<file path="src/rtl/stc_pkg.sv">
`timescale 1ns / 1ps
// ----------------------------------------------------------------------------
// Sterilizer cycle timer package
// Shared phase and action codes, register indexes, BCD digit limits and the
// configuration bundle passed from the register file to the sequencer.
// ----------------------------------------------------------------------------
package stc_pkg;

  localparam int unsigned BcdW   = 16;
  localparam int unsigned DigitW = 4;

  // Largest legal value of each BCD digit
  localparam logic [DigitW-1:0] DigitMaxDec = 4'd9;
  localparam logic [DigitW-1:0] DigitMaxSec = 4'd5;

  // Reset value of both time registers: 10:00
  localparam logic [BcdW-1:0] CfgTimeReset = 16'h1000;

  typedef enum logic [2:0] {
    PH_IDLE = 3'd0,
    PH_HEAT = 3'd1,
    PH_STER = 3'd2,
    PH_DRY  = 3'd3,
    PH_RAMP = 3'd4,
    PH_FIN  = 3'd5
  } phase_e;

  typedef enum logic [1:0] {
    ACT_TICK  = 2'd0,
    ACT_START = 2'd1,
    ACT_TEMP  = 2'd2,
    ACT_STOP  = 2'd3
  } action_e;

  typedef enum logic [1:0] {
    CFG_STERILE_TIME = 2'd0,
    CFG_DRY_TIME     = 2'd1,
    CFG_SOLIDS_MODE  = 2'd2
  } cfg_idx_e;

  // Configuration as seen by the sequencer; times are already digit-clamped
  typedef struct packed {
    logic [BcdW-1:0] sterile_time;
    logic [BcdW-1:0] dry_time;
    logic            solids;
  } cfg_t;

endpackage

</file>
<file path="src/rtl/stc_if.sv">
`timescale 1ns / 1ps
// ----------------------------------------------------------------------------
// Sterilizer cycle timer channel interfaces
// Valid/ready channels for input items, result items and register writes.
// ----------------------------------------------------------------------------
interface stc_in_if;
  logic       valid;
  logic       ready;
  logic [1:0] action;
  logic       door_open;

  modport source (output valid, output action, output door_open, input ready);
  modport sink   (input valid, input action, input door_open, output ready);
endinterface

interface stc_out_if;
  logic        valid;
  logic        ready;
  logic [2:0]  phase;
  logic [15:0] sterile_left_bcd;
  logic [15:0] dry_left_bcd;
  logic        heater_on;
  logic        vent_valve_on;
  logic        second_pulse;

  modport source (
    output valid, output phase, output sterile_left_bcd, output dry_left_bcd,
    output heater_on, output vent_valve_on, output second_pulse, input ready
  );
  modport sink (
    input valid, input phase, input sterile_left_bcd, input dry_left_bcd,
    input heater_on, input vent_valve_on, input second_pulse, output ready
  );
endinterface

interface stc_cfg_if;
  logic        valid;
  logic        ready;
  logic [1:0]  index;
  logic [15:0] data;

  modport source (output valid, output index, output data, input ready);
  modport sink   (input valid, input index, input data, output ready);
endinterface

</file>
<file path="src/rtl/stc_cfg_regs.sv">
`timescale 1ns / 1ps
// ----------------------------------------------------------------------------
// Sterilizer cycle timer register file
// Holds the sterilization time, drying time and mode. Time digits are
// clamped to their BCD limits as they are written.
// ----------------------------------------------------------------------------
module stc_cfg_regs (
  input  logic          clk_i,
  input  logic          rst_ni,
  input  logic          wr_valid_i,
  output logic          wr_ready_o,
  input  logic [1:0]    wr_index_i,
  input  logic [15:0]   wr_data_i,
  output stc_pkg::cfg_t cfg_o
);

  logic [15:0]   data_clamped;
  stc_pkg::cfg_t cfg_q;

  // Clamp each digit: minutes tens and units to 9, seconds tens to 5, units to 9
  always_comb begin
    data_clamped[15:12] = (wr_data_i[15:12] > stc_pkg::DigitMaxDec) ?
                          stc_pkg::DigitMaxDec : wr_data_i[15:12];
    data_clamped[11:8]  = (wr_data_i[11:8] > stc_pkg::DigitMaxDec) ?
                          stc_pkg::DigitMaxDec : wr_data_i[11:8];
    data_clamped[7:4]   = (wr_data_i[7:4] > stc_pkg::DigitMaxSec) ?
                          stc_pkg::DigitMaxSec : wr_data_i[7:4];
    data_clamped[3:0]   = (wr_data_i[3:0] > stc_pkg::DigitMaxDec) ?
                          stc_pkg::DigitMaxDec : wr_data_i[3:0];
  end

  assign wr_ready_o = 1'b1;

  // Write the addressed register on each beat; drop unknown indexes
  always_ff @(posedge clk_i or negedge rst_ni) begin
    if (!rst_ni) begin
      cfg_q.sterile_time <= stc_pkg::CfgTimeReset;
      cfg_q.dry_time     <= stc_pkg::CfgTimeReset;
      cfg_q.solids       <= 1'b1;
    end else if (wr_valid_i) begin
      unique case (stc_pkg::cfg_idx_e'(wr_index_i))
        stc_pkg::CFG_STERILE_TIME: cfg_q.sterile_time <= data_clamped;
        stc_pkg::CFG_DRY_TIME:     cfg_q.dry_time     <= data_clamped;
        stc_pkg::CFG_SOLIDS_MODE:  cfg_q.solids       <= wr_data_i[0];
        default: ;
      endcase
    end
  end

  assign cfg_o = cfg_q;

endmodule

</file>
<file path="src/rtl/stc_bcd_dec.sv">
`timescale 1ns / 1ps
// ----------------------------------------------------------------------------
// Sterilizer cycle timer BCD decrementer
// Subtracts one second from an MM:SS BCD value. Lower digits wrap to 9, 5
// and 9; minutes tens stops at zero.
// ----------------------------------------------------------------------------
module stc_bcd_dec (
  input  logic [15:0] val_i,
  output logic [15:0] val_o
);

  logic [3:0] mt, mu, st, su;
  logic       su_zero, st_zero, mu_zero;

  assign mt = val_i[15:12];
  assign mu = val_i[11:8];
  assign st = val_i[7:4];
  assign su = val_i[3:0];

  assign su_zero = (su == '0);
  assign st_zero = (st == '0);
  assign mu_zero = (mu == '0);

  // Ripple the borrow up through the four digits
  always_comb begin
    val_o[3:0]   = su_zero ? stc_pkg::DigitMaxDec : su - 4'd1;
    val_o[7:4]   = !su_zero ? st :
                   (st_zero ? stc_pkg::DigitMaxSec : st - 4'd1);
    val_o[11:8]  = !(su_zero && st_zero) ? mu :
                   (mu_zero ? stc_pkg::DigitMaxDec : mu - 4'd1);
    val_o[15:12] = (su_zero && st_zero && mu_zero && (mt != '0)) ? mt - 4'd1 : mt;
  end

endmodule

</file>
<file path="src/rtl/stc_core.sv">
`timescale 1ns / 1ps
// ----------------------------------------------------------------------------
// Sterilizer cycle timer sequencer
// Input register, phase and counter update, and result register. The cycle
// state advances when the item in the input register moves to the result.
// ----------------------------------------------------------------------------
module stc_core #(
  parameter int unsigned TICKS_PER_SECOND = 20
) (
  input  logic          clk_i,
  input  logic          rst_ni,
  input  stc_pkg::cfg_t cfg_i,
  stc_in_if.sink        in_i,
  stc_out_if.source     out_o
);

  localparam int unsigned TickW = $clog2(TICKS_PER_SECOND + 1);

  // Input register
  logic              s1_valid_q;
  stc_pkg::action_e  s1_action_q;
  logic              s1_door_q;
  logic              s1_advance;

  // Cycle state
  stc_pkg::phase_e   phase_q, phase_d;
  logic [15:0]       ster_q, ster_d;
  logic [15:0]       dry_q, dry_d;
  logic [TickW-1:0]  tick_q, tick_d;
  logic              valve_q, valve_d;
  logic              pulse;
  logic [TickW:0]    tick_inc;
  logic [15:0]       ster_dec, dry_dec;

  // Result register
  logic              out_valid_q;
  stc_pkg::phase_e   res_phase_q;
  logic [15:0]       res_ster_q, res_dry_q;
  logic              res_heater_q, res_valve_q, res_pulse_q;

  assign s1_advance = s1_valid_q && (!out_valid_q || out_o.ready);
  assign in_i.ready = !s1_valid_q || !out_valid_q || out_o.ready;

  stc_bcd_dec u_ster_dec (.val_i(ster_q), .val_o(ster_dec));
  stc_bcd_dec u_dry_dec  (.val_i(dry_q),  .val_o(dry_dec));

  assign tick_inc = {1'b0, tick_q} + (TickW + 1)'(1);

  // Next cycle state for the item in the input register
  always_comb begin
    phase_d = phase_q;
    ster_d  = ster_q;
    dry_d   = dry_q;
    tick_d  = tick_q;
    valve_d = valve_q;
    pulse   = 1'b0;
    unique case (s1_action_q)
      stc_pkg::ACT_TICK: begin
        if (phase_q == stc_pkg::PH_STER || phase_q == stc_pkg::PH_DRY) begin
          if (tick_inc >= (TickW + 1)'(TICKS_PER_SECOND)) begin
            tick_d = '0;
            pulse  = 1'b1;
            // Sterilizing at zero hands over to drying (solids) or ramp within the same second
            if (phase_q == stc_pkg::PH_STER) begin
              if (ster_q == '0) begin
                phase_d = cfg_i.solids ? stc_pkg::PH_DRY : stc_pkg::PH_RAMP;
              end else begin
                ster_d = ster_dec;
              end
            end
            if (phase_d == stc_pkg::PH_DRY) begin
              if (dry_q == '0) begin
                phase_d = stc_pkg::PH_FIN;
                valve_d = 1'b0;
              end else begin
                valve_d = 1'b1;
                dry_d   = dry_dec;
              end
            end
          end else begin
            tick_d = tick_inc[TickW-1:0];
          end
        end
      end
      stc_pkg::ACT_START: begin
        if (phase_q == stc_pkg::PH_IDLE) phase_d = stc_pkg::PH_HEAT;
      end
      stc_pkg::ACT_TEMP: begin
        if (phase_q == stc_pkg::PH_HEAT) begin
          ster_d  = cfg_i.sterile_time;
          dry_d   = cfg_i.dry_time;
          phase_d = stc_pkg::PH_STER;
        end
      end
      stc_pkg::ACT_STOP: begin
        phase_d = stc_pkg::PH_IDLE;
        valve_d = 1'b0;
      end
      default: ;
    endcase
  end

  // Capture an input beat whenever the input register is free or moving on
  always_ff @(posedge clk_i or negedge rst_ni) begin
    if (!rst_ni) begin
      s1_valid_q <= 1'b0;
    end else if (in_i.ready) begin
      s1_valid_q <= in_i.valid;
    end
  end

  always_ff @(posedge clk_i) begin
    if (in_i.valid && in_i.ready) begin
      s1_action_q <= stc_pkg::action_e'(in_i.action);
      s1_door_q   <= in_i.door_open;
    end
  end

  // Advance the cycle state as the item moves to the result register
  always_ff @(posedge clk_i or negedge rst_ni) begin
    if (!rst_ni) begin
      phase_q <= stc_pkg::PH_IDLE;
      ster_q  <= '0;
      dry_q   <= '0;
      tick_q  <= '0;
      valve_q <= 1'b0;
    end else if (s1_advance) begin
      phase_q <= phase_d;
      ster_q  <= ster_d;
      dry_q   <= dry_d;
      tick_q  <= tick_d;
      valve_q <= valve_d;
    end
  end

  // Result register: hold while the sink stalls
  always_ff @(posedge clk_i or negedge rst_ni) begin
    if (!rst_ni) begin
      out_valid_q <= 1'b0;
    end else if (!out_valid_q || out_o.ready) begin
      out_valid_q <= s1_valid_q;
    end
  end

  always_ff @(posedge clk_i) begin
    if (s1_advance) begin
      res_phase_q  <= phase_d;
      res_ster_q   <= ster_d;
      res_dry_q    <= dry_d;
      res_heater_q <= (phase_d == stc_pkg::PH_HEAT || phase_d == stc_pkg::PH_STER) &&
                      !s1_door_q;
      res_valve_q  <= valve_d;
      res_pulse_q  <= pulse;
    end
  end

  assign out_o.valid            = out_valid_q;
  assign out_o.phase            = res_phase_q;
  assign out_o.sterile_left_bcd = res_ster_q;
  assign out_o.dry_left_bcd     = res_dry_q;
  assign out_o.heater_on        = res_heater_q;
  assign out_o.vent_valve_on    = res_valve_q;
  assign out_o.second_pulse     = res_pulse_q;

endmodule

</file>
<file path="src/rtl/sterilizer_cycle_timer.sv">
`timescale 1ns / 1ps
// ----------------------------------------------------------------------------
// Sterilizer cycle timer
// Sequences a sterilizer cycle (idle, heating, sterilizing, drying or ramp,
// finished) with two BCD MM:SS down-counters stepped every
// TICKS_PER_SECOND timer ticks.
//
//   Channel  Dir  Beat contents
//   in_i     in   action, door_open
//   out_o    out  phase, sterile_left_bcd, dry_left_bcd, heater_on,
//                 vent_valve_on, second_pulse
//   cfg_i    in   index, data (register write, always ready)
//
// One item per clock while the result channel is not stalled; a result passes
// through the input register, then the result register.
// The phase and counter update is a single pass of logic between the two.
// Reset clears the phase to idle, both counters, the tick count and the
// valve latch; registers return to 10:00, 10:00 and solids mode.
// A stalled result holds in the result register while one more input beat
// is taken into the input register.
// ----------------------------------------------------------------------------
module sterilizer_cycle_timer #(
  parameter int unsigned TICKS_PER_SECOND = 20
) (
  input  logic      clk_i,
  input  logic      rst_ni,
  stc_in_if.sink    in_i,
  stc_out_if.source out_o,
  stc_cfg_if.sink   cfg_i
);

  stc_pkg::cfg_t cfg;

  stc_cfg_regs u_cfg_regs (
    .clk_i      (clk_i),
    .rst_ni     (rst_ni),
    .wr_valid_i (cfg_i.valid),
    .wr_ready_o (cfg_i.ready),
    .wr_index_i (cfg_i.index),
    .wr_data_i  (cfg_i.data),
    .cfg_o      (cfg)
  );

  stc_core #(
    .TICKS_PER_SECOND (TICKS_PER_SECOND)
  ) u_core (
    .clk_i  (clk_i),
    .rst_ni (rst_ni),
    .cfg_i  (cfg),
    .in_i   (in_i),
    .out_o  (out_o)
  );

endmodule

</file>
<file path="src/flat_wrapper.sv">
// flat-port wrapper written by rule: the top's interface ports become plain ports
module sterilizer_cycle_timer_flat 
#(
  parameter int unsigned TICKS_PER_SECOND = 20
)
  (clk_i, rst_ni, in_i_valid, in_i_action, in_i_door_open, in_i_ready, out_o_valid, out_o_phase, out_o_sterile_left_bcd, out_o_dry_left_bcd, out_o_heater_on, out_o_vent_valve_on, out_o_second_pulse, out_o_ready, cfg_i_valid, cfg_i_index, cfg_i_data, cfg_i_ready);
  stc_in_if in_i_i ();
  stc_out_if out_o_i ();
  stc_cfg_if cfg_i_i ();
  input  logic clk_i;
  input  logic rst_ni;
  input wire logic [$bits(in_i_i.valid)-1:0] in_i_valid;
  input wire logic [$bits(in_i_i.action)-1:0] in_i_action;
  input wire logic [$bits(in_i_i.door_open)-1:0] in_i_door_open;
  output wire logic [$bits(in_i_i.ready)-1:0] in_i_ready;
  output wire logic [$bits(out_o_i.valid)-1:0] out_o_valid;
  output wire logic [$bits(out_o_i.phase)-1:0] out_o_phase;
  output wire logic [$bits(out_o_i.sterile_left_bcd)-1:0] out_o_sterile_left_bcd;
  output wire logic [$bits(out_o_i.dry_left_bcd)-1:0] out_o_dry_left_bcd;
  output wire logic [$bits(out_o_i.heater_on)-1:0] out_o_heater_on;
  output wire logic [$bits(out_o_i.vent_valve_on)-1:0] out_o_vent_valve_on;
  output wire logic [$bits(out_o_i.second_pulse)-1:0] out_o_second_pulse;
  input wire logic [$bits(out_o_i.ready)-1:0] out_o_ready;
  input wire logic [$bits(cfg_i_i.valid)-1:0] cfg_i_valid;
  input wire logic [$bits(cfg_i_i.index)-1:0] cfg_i_index;
  input wire logic [$bits(cfg_i_i.data)-1:0] cfg_i_data;
  output wire logic [$bits(cfg_i_i.ready)-1:0] cfg_i_ready;
  assign in_i_i.valid = in_i_valid;
  assign in_i_i.action = in_i_action;
  assign in_i_i.door_open = in_i_door_open;
  assign in_i_ready = in_i_i.ready;
  assign out_o_valid = out_o_i.valid;
  assign out_o_phase = out_o_i.phase;
  assign out_o_sterile_left_bcd = out_o_i.sterile_left_bcd;
  assign out_o_dry_left_bcd = out_o_i.dry_left_bcd;
  assign out_o_heater_on = out_o_i.heater_on;
  assign out_o_vent_valve_on = out_o_i.vent_valve_on;
  assign out_o_second_pulse = out_o_i.second_pulse;
  assign out_o_i.ready = out_o_ready;
  assign cfg_i_i.valid = cfg_i_valid;
  assign cfg_i_i.index = cfg_i_index;
  assign cfg_i_i.data = cfg_i_data;
  assign cfg_i_ready = cfg_i_i.ready;
  sterilizer_cycle_timer #(.TICKS_PER_SECOND(TICKS_PER_SECOND)) u_core (.clk_i(clk_i), .rst_ni(rst_ni), .in_i(in_i_i), .out_o(out_o_i), .cfg_i(cfg_i_i));
endmodule
</file>
<file path="config.mk">
export PLATFORM = sky130hd
export DESIGN_NAME = sterilizer_cycle_timer_flat
export DESIGN_NICKNAME = d
export VERILOG_FILES = /design/src/rtl/stc_pkg.sv /design/src/rtl/stc_if.sv /design/src/rtl/stc_cfg_regs.sv /design/src/rtl/stc_bcd_dec.sv /design/src/rtl/stc_core.sv /design/src/rtl/sterilizer_cycle_timer.sv /design/src/flat_wrapper.sv
export SDC_FILE = /design/constraint.sdc
export NUM_CORES = 1
export LEC_CHECK = 0
export BUFFER_PORTS_ARGS = -buffer_cell sky130_fd_sc_hd__buf_2
export CAP_MARGIN = 20
export CELL_PAD_IN_SITES_DETAIL_PLACEMENT = 1
export CELL_PAD_IN_SITES_GLOBAL_PLACEMENT = 2
export CORE_MARGIN = 2
export CORE_UTILIZATION = 42
export CTS_CLUSTER_DIAMETER = 200
export DETAILED_ROUTE_END_ITERATION = 12
export PLACE_DENSITY = 0.86
export RECOVER_POWER = 25
export SYNTH_ARGS = -nofsm -noshare
export SYNTH_HDL_FRONTEND = slang
export SYNTH_HIERARCHICAL = 1
export SYNTH_SLANG_ARGS = --single-unit
</file>
<file path="constraint.sdc">
create_clock -name clk_i -period 4.1 [get_ports clk_i]
set_clock_uncertainty 0.05 [all_clocks]
set_input_delay 0.615 -clock clk_i [delete_from_list [all_inputs] [get_ports clk_i]]
set_output_delay 0.615 -clock clk_i [all_outputs]
set_load 0.005 [all_outputs]
</file>
; Word level (Yosys, flattened, before mapping)
; Index checks and enable logic that the tools add are counted.
[word_totals]
ff_bits = 117
input_bits = 26
[classes]
add_sub_neg = 9
order_cmp = 5
eq_ne = 11
n_mux = 48
reduce_logical = 35
[op_table]
columns = operator, n
row1 = $mux 16, 10
row2 = $mux 4, 16
row3 = $pmux 16 s2, 2
row4 = $mux 3, 12
row5 = $logic_not 16->1, 2
row6 = $sub 4x1->4 const B, 8
row7 = $logic_not 4->1, 6
row8 = $eq 3x2->1 const B, 4
row9 = $gt 4x4->1 const B, 3
row10 = $pmux 3 s4, 1
row11 = $logic_and 1x1->1, 9
row12 = $reduce_and 2->1, 4
row13 = $reduce_bool 4->1, 2
row14 = $add 5x1->6 const B, 1
row15 = $eq 2x2->1 const B, 3
row16 = $eq 3x1->1 const B, 2
row17 = $ge 6x5->1 const B, 1
row18 = $logic_or 1x1->1, 5
row19 = $mux 1, 5
row20 = $mux 5, 1
row21 = $eq 2x1->1 const B, 2
row22 = $gt 4x3->1 const B, 1
row23 = $logic_not 2->1, 2
row24 = $logic_not 1->1, 3
row25 = other kinds (3), 3

; Logic depth before layout (Yosys ltp)
; Gate-level depths: netlist of the first run.
[logic_depth]
word_depth = 14
depth_mapped = 10
ltp_nobuf = 8

; Hierarchy
; Netlist of the first run, hierarchy kept.
[by_module_without_submodules]
columns = mod, instances, cells_each, area_each_um2
row1 = stc_core, 1, 403, 4327.9
row2 = stc_cfg_regs, 1, 94, 1415.1
row3 = stc_bcd_dec, 2, 46, 302.8

; Worst setup path before layout of the first run
; OpenSTA, ideal clock, no wires.
[synth_path]
path_type = input port to flip-flop
startpoint = input port out_o_ready
endpoint = register u_core.u_core.dry_q[10]
setup_ps = 87
t_arrival_ps = 2800
t_required_ps = 3963
path_slack_ps = 1164
path_stages = 7
n_path_buf = 2
cell_sequence = nand2b_1 > nand2_1 > inv_1 > clkbuf_1 > buf_1 > a32oi_1 > o211ai_1
[synth_between]
elab_chain_cells = 2
[synth_lines]
columns = item, line
row1 = start: declaration, flat_wrapper.sv:23  ; input wire logic [$bits(out_o_i.ready)-1:0] out_o_ready;
row2 = $logic_or 1x1->1, stc_core.sv:41  ; assign s1_advance = s1_valid_q && (!out_valid_q || out_o.ready);
row3 = $logic_and 1x1->1, stc_core.sv:41
row4 = named net u_core.u_core.s1_advance, stc_core.sv:23  ; logic s1_advance;
row5 = end signal: assignment, stc_core.sv:130  ; dry_q <= dry_d;
row6 = end: declaration, stc_core.sv:28  ; logic [15:0] dry_q, dry_d;
; The timed path passes the listed nets, and every way through them passes these cells.
; A chain may end at the register's enable or synchronous reset.

==> results of run 1 <==
## through the flow
| stage | cell area [um2] | power, uW | util, % | hold slack, ns | instances |
|---|---|---|---|---|---|
| after floorplan | 6350 | 2650 | - | 0.269 | 589 |
| after global placement | 6790 | 2980 | 46.4 | 0.419 | 808 |
| after detailed placement | 6790 | 3060 | 46.4 | 0.437 | 808 |
| after CTS | 7320 | 4420 | 50.0 | 0.316 | 840 |
| after global routing | 7310 | 4670 | 49.9 | 0.0887 | 841 |
| final | 7310 | 4400 | 49.9 | 0.0587 | 841 |
## per-layer routing
layer	vias up	track usage [%]	share of wire, %
li1	2375	-	-
met1	2654	31.3	45
met2	133	38.4	48
met3	34	4.77	4.0
met4	0	10.0	2.9
met5	-	0	0
## worst paths after layout
kind	slack (ns)	depth (start not counted)	to
max	1.07	3	u_core/u_core/dry_q[0]
min	0.06	1	u_core/u_core/tick_q[1]
max reg2reg	1.14	8	u_core/u_core/out_o.heater_on
min reg2reg	0.44	1	u_core/u_core/out_o.valid
max in group clk_i	1.14	8	u_core/u_core/out_o.heater_on
min in group clk_i	0.33	1	u_core/u_core/s1_action_q[0]
## cell type report
class	count	area (um2)
fillers	1609	7330
flip-flops and latches	117	3140
multi-input cells	421	2980
clock buffers	26	499
repair buffers	75	393
well taps	184	230
inverters	12	45.0
clock inverters	6	30.0
## worst register-to-register path, delay by kind of cell, from the launching register on
kind / cells / cell delay, ns
AOI/OAI and AO/OA: 2 / 0.75
buffers and inverters: 3 / 0.97
and+or+nand+nor: 1 / 0.22
xor gates and xnor gates: 1 / 0.13
DFF: 1 / 0.39
adders and majority gates: 1 / 0.19
## registers in the layout (all words and copies together) (netlist names)
name / flops
u_core/u_core/out_o.heater_on: 1
u_core/u_core/phase_q: 3
u_core/u_core/tick_q: 5
u_core/u_core/s1_valid_q: 1
u_core/u_core/out_o.vent_valve_on: 1
u_core/u_core/out_o.second_pulse: 1
u_core/u_core/ster_q: 16
u_core/u_core/s1_door_q: 1
u_core/u_core/out_o.sterile_left_bcd: 16
u_core/u_core/out_o.dry_left_bcd: 16
u_core/u_core/out_o.valid: 1
u_core/u_core/s1_action_q: 2
u_core/u_core/valve_q: 1
u_core/u_core/out_o.phase: 3
u_core/u_cfg_regs/cfg_o: 33
u_core/u_core/dry_q: 16
## cell families after synthesis
family	after synthesis
and+or+nand+nor	167
muxes	48
adders and majority gates	7
buffers and inverters	51
other	1
xor gates and xnor gates	15
AOI/OAI and AO/OA	183
DFF	117
## power by group
group          switching, uW  internal (uW)
logic                    618            556
registers                376           1510
clock network            506            828
total                   1500           2890
## synth_stat cells (8+ instances only)
library cell | instances | area, um2
nor4_1 | 11 | 68.8
nand2_1 | 45 | 169
edfxtp_1 | 41 | 1230
dfrtp_1 | 73 | 1830
a22oi_1 | 46 | 345
mux2i_1 | 19 | 190
a2bb2oi_1 | 8 | 70.1
a32oi_1 | 16 | 140
nand2b_1 | 8 | 50.1
nor2b_1 | 11 | 68.8
nand3_1 | 24 | 120
o211ai_1 | 34 | 255
mux2_2 | 23 | 259
inv_1 | 12 | 45.0
nor2_1 | 26 | 97.6
o21ai_0 | 36 | 180
clkbuf_1 | 28 | 105
o21ai_1 | 12 | 60.1
nor3_1 | 8 | 40.0
xnor2_1 | 9 | 78.8
==> impl_metrics.yaml, run 1 <==
die:
  die_h_um: 127
  initial_core_util_pct: 43.4
  chipWidth_um: 127
  die_area_um2: 16100
  row_count: 44
  coreArea_um2: 14600
  ioPinCount: 67
setup_path:
  arrival_ns: 3.37
  path_buf_inv: 3
  cpMaxStageDelayCell: "clkbuf_1"
  crit_chain: "clkbuf_1 -> clkbuf_1 -> clkbuf_2"
  required_ns: 4.44
  crit_path_max_incr_delay_ns: 1.42
  r2r-start: "u_core/u_core/s1_action_q[0]"
  crit_top_cell: "clkbuf_1"
  cp-start-kind: "primary input"
  crit_family: "buffers and inverters"
  worstSetupStartpoint: "rst_ni"
  worstSetupEndpointType: "async pin"
  crit_fanout: 38
  crit_type: "in2async"
clock_network:
  clockBufferDepth: 2
  cts_setup_buffers: 0
  cts_root_buffer: "clkbuf_16"
  postCtsHoldBufs: 0
  clk_pin_slew_worst_paths_ns: 0.05
  cts_sinks: 117
  cts_tree: "yes"
  clkLatencyLatePin_ns: 0.42
  cts-resized-gates: 0
  cts-buffers-inserted: 17
  cts-htree-levels: 4
synthesis:
  synth_fa_ha_area_share_pct: 1.38
  synthDistinctLibCells: 59
  syn_area_um2: 6350
  syn-num-nets: 622
  ys_ff_latch: 117
  syn_area_per_cell_um2: 10.8
  syn_inst: 589
  synth_edf_count: 41
  synth_xor_area_share_pct: 2.07
  ys_seq_area_share_pct: 49.4
  ys.flop_type: "dfrtp_1"
  postSynth.asyncResetShare_pct: 65.0
  synth_compound_gate_area_share_pct: 20.3
  yosys_warnings: 6
  synthMuxAreaShare_pct: 8.49
  synth_top_family_by_area: "compound AO/OA/AOI/OAI gates"
  synth-simple-area-share_pct: 14.5
global_route:
  grt_pass1_vias: 5408
  track_usage_pct: 23.8
  grt_overflow: 0
  grt_pass1_wl_um: 29600
  antenna_found_initial: 0
  grt_max_degree: 59
sta:
  setup_ws_ns: 1.07
  fmax_mhz: 329
  slew_violations: 34
  worst_pin_slew_ns: 1.92
  hold_viol_final: 0
  layout_min_cycle_time_ns: 3.03
  relSlewSlack_pct: -28.0
  tns_ns: 0
  timing.final.crit_share_pct: 74.0
  rsz0062_at_grt: "no"
  setup-violations-final: 0
drt:
  drtPass1Iterations: 5
  postRouteAntennaNets: 0
  wire_per_inst_um: 21.8
  vias_per_cell: 6.18
  drc: 0
  wl_um: 18300
  drtIter0Drc: 373
  vias: 5196
finish:
  final_nets: 677
  syn2layout_area_growth_pct: 15.1
  final_cell_mix: "dfrtp_1, buf_2, a22oi_1, nand2_1, edfxtp_1"
  antenna_cells: 0
  drive_gt1_share_pct: 21.9
  layout_commonest_cell: "dfrtp_1"
pwr:
  power.leakage_uw: 0.00307
  power_density_nw_per_um2: 601
  ir_drop_v: 0.000365
place:
  dp_slack_ns: 1.07
  dp.final_hpwl_um: 12000
  port_buffers: 65
  gp_congestion: 0.810
flow_run:
  maxCapViolations: 1
status:
  run_status: "finished, violations left"
  violations: "capacitance limit, slew limit"
min_path:
  hp-class: "in2async"
No activity file was read; power rests on OpenSTA's default activity.
==> inputs of run 2 (changes only) <==
Settings changed: CORE_UTILIZATION 42 to 39, PLACE_DENSITY 0.86 to 0.81.
Clock period 4.1 ns to 2.9 ns, I/O delays scaled along.
==> impl_metrics.yaml, run 2 (synthesized netlist as in run 1, its figures left out) <==
status:
  run_status: "finished, violations left"
  violations: "capacitance limit, slew limit"
place:
  dp.final_hpwl_um: 12300
  postPlaceCellArea_um2: 6900
  port_buffers: 65
  gp_congestion: 0.790
  dp_slack_ns: 0.0740
drt:
  vias_per_cell: 5.96
  vias: 5245
  postRouteAntennaNets: 0
  wl_um: 19000
  drc: 0
  wire_per_inst_um: 21.6
  drtIter0Drc: 307
  drtPass1Iterations: 7
global_route:
  antenna_found_initial: 0
  grt_pass1_wl_um: 30600
  grt_pass1_vias: 5519
  grt_overflow: 0
  grt_max_degree: 48
  track_usage_pct: 22.5
sta:
  hold_viol_final: 0
  worst_pin_slew_ns: 2.60
  tns_ns: 0
  setup-violations-final: 0
  timing.final.crit_share_pct: 96.5
  rsz0062_at_grt: "no"
  setup_ws_ns: 0.103
  relSlewSlack_pct: -73.6
  slew_violations: 43
  layout_min_cycle_time_ns: 2.80
  fmax_mhz: 357
setup_path:
  crit_fanout: 16
  cp-start-kind: "register"
  required_ns: 3.01
  worstSetupEndpointType: "register"
  r2r-start: "u_core/u_core/tick_q[0]"
  r2r_end: "u_core/u_core/out_o.sterile_left_bcd[10]"
  reg2regPathDepth: 7
  crit_type: "reg2reg"
  crit_chain: "ha_1 -> a21bo_2 -> or3_1 -> and3_1 -> or3_4 -> mux2i_1 -> o211ai_1"
  rrSetupSlack_ns: 0.10
  arrival_ns: 2.90
  cpMaxStageDelayCell: "or3_4"
  crit_path_max_incr_delay_ns: 0.52
  path_buf_inv: 0
  crit_family: "simple AND/OR/NAND/NOR gates"
finish:
  final_nets: 684
  final_area_um2: 7560
  antenna_cells: 0
  largest_reg_flops: 33
  fill_cells: 1774
  drive_gt1_share_pct: 23.5
  syn2layout_area_growth_pct: 19.0
  final_cell_mix: "dfrtp_1, buf_2, a22oi_1, nand2_1, edfxtp_1"
  ff_latch_area_um2: 3140
  multi_input_area_um2: 2990
  layout_commonest_cell: "dfrtp_1"
pwr:
  power.leakage_uw: 0.00315
  ir_drop_v: 0.000472
  power_density_nw_per_um2: 887
  total_power_uw: 6700
die:
  die_area_um2: 17300
  die_h_um: 132
  coreArea_um2: 15900
  row_count: 46
  initial_core_util_pct: 40.0
  chipWidth_um: 132
  ioPinCount: 67
min_path:
  hp-class: "in2reg"
  min_to: "u_core/u_core/s1_action_q[0]"
  hold_path_depth: 1
  min_from: "in_i_action[0]"
clock_network:
  clkLatencyLatePin_ns: 0.42
  cts_sinks: 117
  clockBufferDepth: 2
  cts_tree: "yes"
  cts_root_buffer: "clkbuf_16"
  cts_setup_buffers: 0
  cts-htree-levels: 4
  cts-buffers-inserted: 17
  clk_pin_slew_worst_paths_ns: 0.05
flow_run:
  maxCapViolations: 1
run 2: worst max path at each step:
stage                                  startpoint                                       end  slack (ns)  cells past startpoint
after global placement    u_core/u_core/tick_q[0]  u_core/u_core/out_o.sterile_left_bcd[10]        0.21                      7
final                     u_core/u_core/tick_q[0]  u_core/u_core/out_o.sterile_left_bcd[10]        0.10                      7
after global routing      u_core/u_core/tick_q[0]  u_core/u_core/out_o.sterile_left_bcd[13]       0.002                      7
after floorplan                       out_o_ready                   u_core/u_core/dry_q[10]        0.14                      7
after CTS                 u_core/u_core/tick_q[0]  u_core/u_core/out_o.sterile_left_bcd[12]        0.03                      7
after detailed placement  u_core/u_core/tick_q[0]  u_core/u_core/out_o.sterile_left_bcd[13]        0.07                      7
run 2: repair_timing:
action | in CTS | in global routing
hold buffers | 0 | 0
resized for setup | 0 | 3
setup endpoints to repair | 0 | 15
run 2: stage by stage:
step           cells  hold slack, ns  utilization (%)
2_1_floorplan    589          0.0894                -
4_1_cts          880         0.00162             47.5
6_report         880           0.139             47.6
3_3_place_gp     848           0.425             43.4
5_1_grt          880           0.128             47.6
3_5_place_dp     848           0.446             43.4
run 2: layer usage:
layer / vias to the layer above / global-route usage (%) / share of wire [%]
met2: 120 / 37.9 / 50
met4: 0 / 7.97 / 1.8
met3: 27 / 4.09 / 3.4
li1: 2385 / - / -
met5: - / 0 / 0
met1: 2713 / 29.1 / 44
run 2: final cells by class:
class	instances	share of cell area, %
clock inverters	7	1.46
well taps	216	3.58
multi-input cells	421	39.6
repair buffers	82	6.14
flip-flops and latches	117	41.5
clock buffers	25	7.14
inverters	12	0.596
run 2: where the power goes:
| part | total (uW) | internal [uW] | switching (uW) | leakage (uW) |
|---|---|---|---|---|
| sequential | 2680 | 2130 | 543 | 0.00131 |
| combinational | 1720 | 816 | 908 | 0.00152 |
| clock | 2300 | 1550 | 757 | 0.000322 |
| total | 6700 | 4500 | 2210 | 0.00315 |
